**config.mk**
```make
export PLATFORM = sky130hd
export DESIGN_NAME = time_slice_priority_scheduler
export DESIGN_NICKNAME = d
export VERILOG_FILES = /design/src/rtl/tsps_pkg.sv /design/src/rtl/tsps_sequencer.sv /design/src/rtl/tsps_datapath.sv /design/src/rtl/time_slice_priority_scheduler.sv
export SDC_FILE = /design/constraint.sdc
export NUM_CORES = 1
export LEC_CHECK = 0
export BUFFER_PORTS_ARGS = -buffer_cell sky130_fd_sc_hd__buf_2
export CORE_MARGIN = 4
export CORE_UTILIZATION = 60
export DETAILED_ROUTE_END_ITERATION = 16
export PLACE_DENSITY = 0.78
export SLEW_MARGIN = 5
export SYNTH_ARGS = -nofsm -noshare
export SYNTH_HDL_FRONTEND = slang
export SYNTH_SLANG_ARGS = --single-unit
```
**constraint.sdc**
```tcl
create_clock -name clk -period 6.2 [get_ports clk]
set_input_delay 0.62 -clock clk [delete_from_list [all_inputs] [get_ports clk]]
set_output_delay 0.62 -clock clk [all_outputs]
set_load 0.05 [all_outputs]
```
**src/rtl/tsps_pkg.sv**
```systemverilog
// ----------------------------------------------------------------------------
// tsps_pkg
// shared constants, control word types and microprogram of the scheduler
// ----------------------------------------------------------------------------
package tsps_pkg;

  // task set and field widths
  localparam int TASK_COUNT = 8;
  localparam int TASK_W     = (TASK_COUNT > 2) ? $clog2(TASK_COUNT) : 1;
  localparam int SLICE_W    = 5;
  localparam int PRIO_W     = 4;
  localparam int RUN_W      = 3;
  localparam int PRIO_REG_W = 32;
  localparam int MASK_W     = 8;
  localparam int CFG_IDX_W  = 1;
  localparam int CFG_DATA_W = 32;
  localparam int STEP_W     = 4;

  localparam logic [SLICE_W-1:0]    SLICE_MAX     = SLICE_W'(31);
  localparam logic [PRIO_REG_W-1:0] PRIO_RESET    = 32'h1111_1110;
  localparam logic [MASK_W-1:0]     MASK_RESET    = 8'hFE;

  // configuration register indexes
  localparam logic [CFG_IDX_W-1:0] REG_PRIORITIES = CFG_IDX_W'(0);
  localparam logic [CFG_IDX_W-1:0] REG_RUNNABLE   = CFG_IDX_W'(1);

  typedef logic [STEP_W-1:0] step_t;

  // microprogram step addresses
  localparam step_t ST_WAIT  = STEP_W'(0);
  localparam step_t ST_TICK  = STEP_W'(1);
  localparam step_t ST_IDLE  = STEP_W'(2);
  localparam step_t ST_DEC   = STEP_W'(3);
  localparam step_t ST_PINIT = STEP_W'(4);
  localparam step_t ST_PSCAN = STEP_W'(5);
  localparam step_t ST_PCHK  = STEP_W'(6);
  localparam step_t ST_RINIT = STEP_W'(7);
  localparam step_t ST_RFILL = STEP_W'(8);
  localparam step_t ST_RJMP  = STEP_W'(9);
  localparam step_t ST_DONE  = STEP_W'(10);

  typedef enum logic [0:0] {
    RD_CUR = 1'b0,
    RD_IDX = 1'b1
  } rd_sel_t;

  typedef enum logic [2:0] {
    IDX_HOLD = 3'd0,
    IDX_TOP  = 3'd1,
    IDX_ONE  = 3'd2,
    IDX_DEC  = 3'd3,
    IDX_INC  = 3'd4
  } idx_op_t;

  typedef enum logic [1:0] {
    WR_NONE = 2'd0,
    WR_DEC  = 2'd1,
    WR_FILL = 2'd2
  } wr_op_t;

  typedef enum logic [3:0] {
    C_NEXT      = 4'd0,
    C_ALWAYS    = 4'd1,
    C_NO_START  = 4'd2,
    C_NO_TICK   = 4'd3,
    C_CUR_IDLE  = 4'd4,
    C_DEC_NZ    = 4'd5,
    C_SCAN_MORE = 4'd6,
    C_FILL_MORE = 4'd7,
    C_PICK_END  = 4'd8
  } cond_t;

  // datapath part of a control word
  typedef struct packed {
    rd_sel_t rd_sel;
    idx_op_t idx_op;
    logic    best_clr;
    logic    best_upd;
    wr_op_t  wr_op;
    logic    cur_load;
    logic    set_refill;
    logic    latch;
    logic    out_load;
  } ctl_t;

  // full control word: datapath controls plus jump
  typedef struct packed {
    ctl_t  ctl;
    cond_t cond;
    step_t target;
  } uword_t;

  // datapath status seen by the sequencer
  typedef struct packed {
    logic tick;
    logic cur_idle;
    logic dec_nz;
    logic scan_more;
    logic fill_more;
    logic pick_end;
  } stat_t;

  localparam ctl_t CTL_NOP = '{
    rd_sel:     RD_CUR,
    idx_op:     IDX_HOLD,
    best_clr:   1'b0,
    best_upd:   1'b0,
    wr_op:      WR_NONE,
    cur_load:   1'b0,
    set_refill: 1'b0,
    latch:      1'b0,
    out_load:   1'b0
  };

  // microprogram rom
  function automatic uword_t ucode_rom(step_t step);
    uword_t w;
    w.ctl    = CTL_NOP;
    w.cond   = C_NEXT;
    w.target = ST_WAIT;
    unique case (step)
      ST_WAIT: begin
        w.ctl.latch = 1'b1;
        w.cond      = C_NO_START;
        w.target    = ST_WAIT;
      end
      ST_TICK: begin
        w.cond   = C_NO_TICK;
        w.target = ST_DONE;
      end
      ST_IDLE: begin
        w.ctl.rd_sel = RD_CUR;
        w.cond       = C_CUR_IDLE;
        w.target     = ST_PINIT;
      end
      ST_DEC: begin
        w.ctl.rd_sel = RD_CUR;
        w.ctl.wr_op  = WR_DEC;
        w.cond       = C_DEC_NZ;
        w.target     = ST_DONE;
      end
      ST_PINIT: begin
        w.ctl.idx_op   = IDX_TOP;
        w.ctl.best_clr = 1'b1;
      end
      ST_PSCAN: begin
        w.ctl.rd_sel   = RD_IDX;
        w.ctl.best_upd = 1'b1;
        w.ctl.idx_op   = IDX_DEC;
        w.cond         = C_SCAN_MORE;
        w.target       = ST_PSCAN;
      end
      ST_PCHK: begin
        w.ctl.cur_load = 1'b1;
        w.cond         = C_PICK_END;
        w.target       = ST_DONE;
      end
      ST_RINIT: begin
        w.ctl.idx_op     = IDX_ONE;
        w.ctl.set_refill = 1'b1;
      end
      ST_RFILL: begin
        w.ctl.rd_sel = RD_IDX;
        w.ctl.wr_op  = WR_FILL;
        w.ctl.idx_op = IDX_INC;
        w.cond       = C_FILL_MORE;
        w.target     = ST_RFILL;
      end
      ST_RJMP: begin
        w.cond   = C_ALWAYS;
        w.target = ST_PINIT;
      end
      ST_DONE: begin
        w.ctl.rd_sel   = RD_CUR;
        w.ctl.out_load = 1'b1;
        w.cond         = C_ALWAYS;
        w.target       = ST_WAIT;
      end
      default: begin
        w.cond   = C_ALWAYS;
        w.target = ST_WAIT;
      end
    endcase
    return w;
  endfunction

endpackage

```
**src/rtl/tsps_sequencer.sv**
```systemverilog
// ----------------------------------------------------------------------------
// tsps_sequencer
// step counter over the microprogram rom with conditional jumps
// ----------------------------------------------------------------------------
module tsps_sequencer import tsps_pkg::*; (
  input  logic  clk,
  input  logic  rst,
  input  logic  start,
  input  stat_t stat,
  output ctl_t  ctl,
  output logic  busy
);

  step_t  pc;
  step_t  pc_next;
  uword_t word;
  logic   take;

  // fetch the control word of this step
  assign word = ucode_rom(pc);
  assign busy = (pc != ST_WAIT);

  // latch only fires on an accepted beat
  always_comb begin
    ctl       = word.ctl;
    ctl.latch = word.ctl.latch & start;
  end

  // jump condition select
  always_comb begin
    unique case (word.cond)
      C_NEXT:      take = 1'b0;
      C_ALWAYS:    take = 1'b1;
      C_NO_START:  take = ~start;
      C_NO_TICK:   take = ~stat.tick;
      C_CUR_IDLE:  take = stat.cur_idle;
      C_DEC_NZ:    take = stat.dec_nz;
      C_SCAN_MORE: take = stat.scan_more;
      C_FILL_MORE: take = stat.fill_more;
      C_PICK_END:  take = stat.pick_end;
      default:     take = 1'b1;
    endcase
  end

  assign pc_next = take ? word.target : pc + STEP_W'(1);

  // step counter
  always_ff @(posedge clk) begin
    if (rst) begin
      pc <= ST_WAIT;
    end else begin
      pc <= pc_next;
    end
  end

endmodule

```
**src/rtl/tsps_datapath.sv**
```systemverilog
// ----------------------------------------------------------------------------
// tsps_datapath
// slice table, scan registers, configuration registers and result registers
// ----------------------------------------------------------------------------
module tsps_datapath import tsps_pkg::*; (
  input  logic                  clk,
  input  logic                  rst,
  input  ctl_t                  ctl,
  input  logic                  tick,
  input  logic                  cfg_valid,
  input  logic [CFG_IDX_W-1:0]  cfg_index,
  input  logic [CFG_DATA_W-1:0] cfg_data,
  output stat_t                 stat,
  output logic                  done,
  output logic [RUN_W-1:0]      running_task,
  output logic                  switched,
  output logic                  refilled,
  output logic [SLICE_W-1:0]    slice_left,
  output logic                  no_runnable
);

  logic [PRIO_REG_W-1:0] priorities;
  logic [MASK_W-1:0]     runnable_mask;
  logic [SLICE_W-1:0]    slice_table [TASK_COUNT];
  logic [TASK_W-1:0]     cur;
  logic [TASK_W-1:0]     prev;
  logic [TASK_W-1:0]     idx;
  logic [TASK_W-1:0]     best;
  logic [SLICE_W-1:0]    best_slice;
  logic                  tick_r;
  logic                  refill_flag;
  logic                  none_flag;

  logic [TASK_W-1:0]     addr;
  logic [SLICE_W-1:0]    rd;
  logic [SLICE_W-1:0]    dec_val;
  logic [PRIO_REG_W-1:0] prio_sh;
  logic [MASK_W-1:0]     mask_sh;
  logic [PRIO_W-1:0]     prio_idx;
  logic                  run_idx;
  logic [SLICE_W:0]      fill_sum;
  logic [SLICE_W-1:0]    fill_val;

  // one shared table read port
  assign addr = (ctl.rd_sel == RD_IDX) ? idx : cur;
  assign rd   = slice_table[addr];

  // saturating decrement of the running slice
  assign dec_val = (rd == '0) ? '0 : rd - SLICE_W'(1);

  // priority and runnable bit of the scanned task; tasks past the registers read zero
  assign prio_sh  = priorities >> {idx, 2'b00};
  assign mask_sh  = runnable_mask >> idx;
  assign prio_idx = prio_sh[PRIO_W-1:0];
  assign run_idx  = (idx != '0) && mask_sh[0];

  // refill: half the old slice plus priority, saturated
  assign fill_sum = (SLICE_W+1)'(rd >> 1) + (SLICE_W+1)'(prio_idx);
  assign fill_val = (fill_sum > (SLICE_W+1)'(SLICE_MAX)) ? SLICE_MAX
                                                         : fill_sum[SLICE_W-1:0];

  // status to the sequencer
  always_comb begin
    stat.tick      = tick_r;
    stat.cur_idle  = (cur == '0);
    stat.dec_nz    = (dec_val != '0);
    stat.scan_more = (idx != TASK_W'(1));
    stat.fill_more = (idx != TASK_W'(TASK_COUNT - 1));
    stat.pick_end  = (best != '0) || refill_flag;
  end

  // configuration registers
  always_ff @(posedge clk) begin
    if (rst) begin
      priorities    <= PRIO_RESET;
      runnable_mask <= MASK_RESET;
    end else if (cfg_valid) begin
      unique case (cfg_index)
        REG_PRIORITIES: priorities    <= cfg_data;
        REG_RUNNABLE:   runnable_mask <= cfg_data[MASK_W-1:0];
        default: ;
      endcase
    end
  end

  // slice table write port
  always_ff @(posedge clk) begin
    if (rst) begin
      for (int i = 0; i < TASK_COUNT; i++) begin
        slice_table[i] <= '0;
      end
    end else begin
      unique case (ctl.wr_op)
        WR_DEC:  slice_table[addr] <= dec_val;
        WR_FILL: slice_table[addr] <= fill_val;
        default: ;
      endcase
    end
  end

  // scan index
  always_ff @(posedge clk) begin
    unique case (ctl.idx_op)
      IDX_TOP: idx <= TASK_W'(TASK_COUNT - 1);
      IDX_ONE: idx <= TASK_W'(1);
      IDX_DEC: idx <= idx - TASK_W'(1);
      IDX_INC: idx <= idx + TASK_W'(1);
      default: ;
    endcase
  end

  // best candidate; the scan runs from the top so a tie keeps the higher index
  always_ff @(posedge clk) begin
    if (ctl.best_clr) begin
      best       <= '0;
      best_slice <= '0;
    end else if (ctl.best_upd && run_idx && (rd > best_slice)) begin
      best       <= idx;
      best_slice <= rd;
    end
  end

  // running task and per-beat flags
  always_ff @(posedge clk) begin
    if (rst) begin
      cur         <= '0;
      prev        <= '0;
      tick_r      <= 1'b0;
      refill_flag <= 1'b0;
      none_flag   <= 1'b0;
    end else begin
      if (ctl.latch) begin
        prev        <= cur;
        tick_r      <= tick;
        refill_flag <= 1'b0;
        none_flag   <= 1'b0;
      end
      if (ctl.set_refill) begin
        refill_flag <= 1'b1;
      end
      if (ctl.cur_load) begin
        cur       <= best;
        none_flag <= (best == '0) && refill_flag;
      end
    end
  end

  // result strobe
  always_ff @(posedge clk) begin
    if (rst) begin
      done <= 1'b0;
    end else begin
      done <= ctl.out_load;
    end
  end

  // result payload
  always_ff @(posedge clk) begin
    if (ctl.out_load) begin
      running_task <= RUN_W'(cur);
      switched     <= (cur != prev);
      refilled     <= refill_flag;
      slice_left   <= (cur == '0) ? '0 : rd;
      no_runnable  <= none_flag;
    end
  end

endmodule

```
**src/rtl/time_slice_priority_scheduler.sv**
```systemverilog
// Accept to result beat: a status beat (tick low) goes straight to the result; a tick that
// keeps the task running decrements its slice; a pick scans the table; a refill then rescans.
// Throughput: one beat at a time; the next start is taken in the cycle the result shows.
// The microprogram walks the slice table one task per cycle in its scan and refill loops.
// Reset: synchronous; all slices zero, idle task running, registers at their defaults.
// ----------------------------------------------------------------------------
// time_slice_priority_scheduler
// counter/priority task scheduler driven by a microcoded sequencer
// ----------------------------------------------------------------------------
module time_slice_priority_scheduler import tsps_pkg::*; (
  input  logic                  clk,
  input  logic                  rst,
  input  logic                  start,
  output logic                  busy,
  input  logic                  tick,
  input  logic                  cfg_valid,
  output logic                  cfg_ready,
  input  logic [CFG_IDX_W-1:0]  cfg_index,
  input  logic [CFG_DATA_W-1:0] cfg_data,
  output logic                  done,
  output logic [RUN_W-1:0]      running_task,
  output logic                  switched,
  output logic                  refilled,
  output logic [SLICE_W-1:0]    slice_left,
  output logic                  no_runnable
);

  ctl_t  ctl;
  stat_t stat;

  // configuration writes are always taken
  assign cfg_ready = 1'b1;

  // control sequencer
  tsps_sequencer u_seq (
    .clk   (clk),
    .rst   (rst),
    .start (start),
    .stat  (stat),
    .ctl   (ctl),
    .busy  (busy)
  );

  // datapath
  tsps_datapath u_dp (
    .clk          (clk),
    .rst          (rst),
    .ctl          (ctl),
    .tick         (tick),
    .cfg_valid    (cfg_valid),
    .cfg_index    (cfg_index),
    .cfg_data     (cfg_data),
    .stat         (stat),
    .done         (done),
    .running_task (running_task),
    .switched     (switched),
    .refilled     (refilled),
    .slice_left   (slice_left),
    .no_runnable  (no_runnable)
  );

endmodule

```
---- Word-level counts from Yosys, hierarchy flattened ----
Memories as Yosys holds them, arrays and structs flattened.
Cells that the tools add are included.
storage, ports and cells
  output and inout port bits .............. 14
  flip-flop bits (word level) ............. 76
  memory bits (writable) .................. 40
  memories ................................ 1
operators by class
  shift-type cells ........................ 2
  reduce and logical (&&, ||, !) cells .... 22
  multiplexer cells ....................... 31
  magnitude comparators ................... 2
  bitwise gates (word level) .............. 5
  $add $sub $neg .......................... 5
  equal/unequal tests ..................... 26
memory list
  name              depth  width  rd ports  clocked after Yosys merged registers in  write ports  RTL line             source
  u_dp.slice_table  8      5      1         0                                        8            tsps_datapath.sv:24  logic [SLICE_W-1:0] slice_table [TASK_COUNT];
operator list
  operator                                                              count
  8-bit one-hot mux with 9 select lines                                 1
  4-bit by 3-bit == test with 1-bit output, second input constant       8
  32-bit by 5-bit right shift with 4-bit output                         1
  3-bit one-hot mux with 4 select lines                                 2
  5-bit two-way mux                                                     4
  1-bit two-way mux                                                     19
  4-bit by 2-bit == test with 1-bit output, second input constant       4
  4-bit == test, second input constant                                  4
  4-bit zero test                                                       2
  1-bit one-hot mux with 8 select lines                                 1
  4-bit nonzero test                                                    2
  8-bit by 3-bit right shift with 1-bit output                          1
  3-bit by 2-bit == test with 1-bit output, second input constant       2
  6-bit by 5-bit > comparator with 1-bit output, second input constant  1
  3-bit zero test                                                       2
  3-bit two-way mux                                                     2
  3-bit nonzero test                                                    2
  4-bit by 4-bit adder with 5-bit output                                1
  5-bit > comparator                                                    1
  5-bit zero test                                                       1
  5-bit nonzero test                                                    1
  5-bit OR reduction                                                    1
  5-bit by 1-bit subtractor with 5-bit output, second input constant    1
  4-bit by 1-bit adder with 4-bit output, second input constant         1
  other kinds (20)                                                      28

---- Logic depth before layout (Yosys ltp) ----
An unclocked memory read counts as a cell.
  depth in word-level cells ............... 10
  mapped depth ............................ 20
  depth with buffers taken out ............ 17

---- Cells and area by module ----
A second synthesis with hierarchy kept.
unflattened totals
  cells, all modules ...................... 626
  area total of the unflattened synthesis .. 6224.7 um^2
modules (own cells, without submodules)
  module                         instances  cells an instance  sequential area each (um^2)  area each (um^2)
  tsps_datapath                  1          541                2782.7                       5596.6
  tsps_sequencer                 1          83                 80.1                         616.8
  time_slice_priority_scheduler  1          2                  0.0                          11.3

---- Least setup slack after synthesis ----
OpenSTA, ideal clock, no wires.
  path type ............................... reg-to-reg
  from .................................... register u_seq.pc[0]
  to ...................................... register u_dp.best[0]
  period minus slack after synthesis ...... 4419 ps
  data arrival time ....................... 4294 ps
  setup time .............................. 124 ps
  stages on the path, launching flop included .. 20
  required time ........................... 6076 ps
  slack ................................... 1781 ps
  path through ............................ dfxtp_1 > inv_1 > ha_1 > buf_2 > nand3b_4 > nand2_4 > mux2i_1 > buf_6 > mux4_2 > mux2i_4 > inv_1 > ha_1 > o21a_1 > o21ai_0 > nand2b_1 > a21oi_1 > a2111oi_0 > clkbuf_1 > mux2i_1 > nor2_1
between the ends
  word-level cells in the longest chain between the ends .. 7
RTL lines
  item                                                                       RTL line              source
  from (decl)                                                                tsps_sequencer.sv:14  step_t pc;
  from (signal assigned)                                                     tsps_sequencer.sv:52  pc <= pc_next;
  4-bit == test or 4-bit by 3-bit == test with 1-bit output (tied branches)  tsps_pkg.sv:121       unique case (step)
  2-bit OR reduction (no line) *                                             -
  1-bit two-way mux *                                                        tsps_pkg.sv:121
  3-bit two-way mux *                                                        tsps_datapath.sv:45   assign addr = (ctl.rd_sel == RD_IDX) ? idx : cur;
  memory read 8 x 5 bit *                                                    -
  via u_dp.rd[2]                                                             tsps_datapath.sv:35   logic [SLICE_W-1:0] rd;
  5-bit > comparator *                                                       tsps_datapath.sv:117  end else if (ctl.best_upd && run_idx && (rd > best_slice)) begin
  1-bit logical AND *                                                        tsps_datapath.sv:117
  to (signal assigned)                                                       tsps_datapath.sv:118  best <= idx;
  to (decl)                                                                  tsps_datapath.sv:28   logic [TASK_W-1:0] best;
Mark *: on every way through the listed nets, which the timed path passes. The rest lies on a longest branch.
A chain may end at the register's enable or synchronous reset.

---- Worst setup path in the final report ----
  from .................................... register u_seq.pc[1]
  to ...................................... register u_dp.best[2]
The elaborated chain is that of the path after synthesis.

==> flow_summary.json <==
{
  "status": "complete, no violations",
  "drc_errors": 0,
  "vias": 4431,
  "fin_setup_tns_ps": 0,
  "async_flop_share_pct": 0,
  "syn_nets": 625,
  "period_minus_slack_ps": 4783,
  "grt_usage_pct": 24.96,
  "viasPerCell": 5.940,
  "ctsResizeCount": 0,
  "crit_path_max_fanout": 12,
  "cts_setup_buffers": 0,
  "final.setup_skew_ps": 12.33,
  "path_clk_slew_ps": 60,
  "synth-seq-cells": 116,
  "grt_setup_unrepaired": "false",
  "cts_tree": "done",
  "startpoint_type": "flop",
  "regArea_mm2": 0.002863,
  "dieArea_mm2": 0.01135,
  "arrival_ps": 5190,
  "diodes": 0,
  "ant_nets": 0,
  "multi_input_area_mm2": 0.002754,
  "p_per_area_mw_per_mm2": 471.4,
  "first_iter_violations": 304,
  "path_class": "reg2reg",
  "fmax_mhz": 209.1,
  "start_util_pct": 62.48,
  "setup_violations": 0,
  "syn_inst": 567,
  "hold_buffers": 0,
  "wl_per_cell_um": 17.79,
  "yosysSeqAreaShare_pct": 49.12,
  "port_buffers": 50,
  "top_layer": "met4",
  "grt_max_degree": 42,
  "cts-root-buf": "clkbuf_8",
  "grt_pass1_vias": 4482,
  "finalCritPeriodShare_pct": 77.15,
  "slew_violations": 0,
  "synth_top_area_cell": "edfxtp_1",
  "areaGrowthSynthToFinish_pct": 15.29,
  "hp-class": "in2reg",
  "rows": 35,
  "maxCapViolCount": 0,
  "firstDrtPassIters": 4,
  "fp.dieH_um": 106.6,
  "crit_path_end_kind": "flop",
  "synthFlopType": "dfxtp_1",
  "place_hpwl_mm": 9.100,
  "grt_pass1_wl_mm": 22.01,
  "coreArea_mm2": 0.009328,
  "ioPinCount": 52,
  "wl_met1_mm": 5.583,
  "cts_sinks": 116,
  "yosysUniqueCellTypes": 63,
  "worstPathRequired_ps": 6610,
  "fin_nets": 662,
  "drt-total-wl_mm": 13.27,
  "cts_inserted_buffers": 17,
  "hold_viol_final": 0,
  "grt-ovfl-total": 0,
  "avgSynthCellArea_um2": 10.28,
  "antenna_found_initial": 0,
  "ir_drop_mv": 0.2366,
  "clk_path_buf_depth": 2,
  "worst_slew_pin_slew_ps": 1126,
  "synth_top_area_share_pct": 27.82,
  "leakage_nw": 2.779,
  "synth.area.top_cells": "edfxtp_1 (28%), dfxtp_1 (21%), nand2_1 (6.1%), mux2i_1 (5.2%), mux4_2 (5.0%)",
  "die_x_um": 106.6,
  "h-tree-depth": 4,
  "netlist_area_mm2": 0.005828,
  "fillers": 669,
  "yosysWarnings": 0,
  "clock_latency_ps": 530,
  "drive_gt1_share_pct": 20.10,
  "hold_ws_ps": 309.9,
  "place_congestion": 0.8854,
  "max_slew_margin_pct": 24.58,
  "synth_edf_count": 54,
  "met2_length_mm": 6.411,
  "met3_length_um": 954
}
## metrics by stage
stage | power, mW | cells | setup WS, ps | area, um2 | utilization (%)
finish | 3.167 | 746 | 1417 | 6719 | 72.03
global route | 3.329 | 746 | 1093 | 6719 | 72.03
CTS | 3.162 | 746 | 1421 | 6719 | 72.03
detailed placement | 2.184 | 714 | 1441 | 6118 | 65.59
global placement | 2.154 | 714 | 1629 | 6118 | 65.59
floorplan | 1.879 | 567 | 1781 | 5828 | -
## cells by family (layout without fill, tap and decap cells)
logic type	count (synthesis)	count (layout)	share of synthesized area, %
adder cells (fa/ha/maj)	20	20	4.423
other	1	1	0.06434
flip-flops	116	116	49.12
XOR/XNOR	7	7	1.052
multiplexers	54	54	13.14
AND/OR/NAND/NOR	232	232	18.33
buffers and inverters	53	103	3.843
AO/OA/AOI/OAI	84	84	10.03
## routing by layer
layer / global-route usage [%] / up-vias
li1: - / 2090
met1: 31.73 / 2113
met2: 40.59 / 190
met3: 6.132 / 38
met4: 10.96 / 0
met5: 0 / -
## sequential cells by signal, indices dropped and copies added, names as in the netlist
signal	cells
u_dp.slice_left	5
u_dp.refill_flag	1
u_dp.priorities	32
u_dp.none_flag	1
u_dp.running_task	3
u_dp.cur	3
u_dp.no_runnable	1
u_dp.tick_r	1
u_dp.runnable_mask	8
u_seq.pc	4
u_dp.done	1
u_dp.best	3
u_dp.prev	3
u_dp.slice_table	40
u_dp.idx	3
u_dp.refilled	1
u_dp.best_slice	5
u_dp.switched	1
## cell usage in the layout, fill, tap and decap left out, types with 15 or more instances in the layout
master     instances
a21oi_1           41
buf_2             50
clkbuf_16         18
dfxtp_1           62
edfxtp_1          54
ha_1              19
inv_1             15
mux2i_1           29
nand2_1           94
nand3_1           30
nor2_1            62
## power by group
group	internal, mW	total [mW]	switching (mW)
registers	0.880	0.970	0.0900
clock network	0.618	0.971	0.353
logic	0.484	1.23	0.742
## area by class of cell
cell class	instances	area share [%]
clock buffer	23	7.635
clock inverter	9	1.304
inverter	18	1.006
multi-input combinational	398	40.99
sequential	116	42.61
tap	129	2.402
timing repair buffer	53	4.060
## worst paths after layout
kind	cells past startpoint	slack [ps]	end	start
max	17	1420	u_dp.best[2]	u_seq.pc[1]
min	3	310	u_dp.priorities[24]	cfg_data[24]
max reg2reg	17	1420	u_dp.best[2]	u_seq.pc[1]
min reg2reg	0	440	u_dp.no_runnable	u_dp.none_flag
## worst max-delay path: stages, from the launching register on
cell and delay [ps]:
dfxtp_1 330, inv_1 110, ha_1 440, nand3b_4 160
nand2_4 140, mux2i_2 750, mux4_1 700, mux2i_4 390
inv_1 140, ha_1 350, o21a_1 120, o21ai_0 70
nand2b_1 70, a21oi_1 80, a2111oi_2 270, buf_4 250
mux2i_1 230, nor2_1 60
## synth_stat cells, types with 2 or more instances
| cell type | n |
|---|---|
| inv_1 | 15 |
| nor2_1 | 62 |
| o21a_1 | 2 |
| xnor2_1 | 5 |
| a2111oi_2 | 2 |
| buf_2 | 5 |
| mux4_2 | 13 |
| nand2b_1 | 5 |
| and3_1 | 2 |
| buf_1 | 6 |
| nand2_1 | 94 |
| a2111oi_0 | 2 |
| a211oi_1 | 7 |
| mux2_2 | 7 |
| o21ai_0 | 8 |
| ha_1 | 19 |
| nand3_1 | 30 |
| clkbuf_1 | 21 |
| nor4_1 | 4 |
| a21oi_1 | 41 |
| nand3b_1 | 2 |
| edfxtp_1 | 54 |
| and2_1 | 2 |
| xor2_1 | 2 |
| nand3b_4 | 2 |
| o32a_1 | 2 |
| inv_2 | 2 |
| dfxtp_1 | 62 |
| a22oi_1 | 2 |
| mux2i_4 | 3 |
| a21o_1 | 3 |
| nor2b_1 | 15 |
| buf_6 | 2 |
| nor3_1 | 5 |
| nand4b_1 | 2 |
| mux2i_1 | 30 |
No activity file was read; power rests on OpenSTA's default activity.
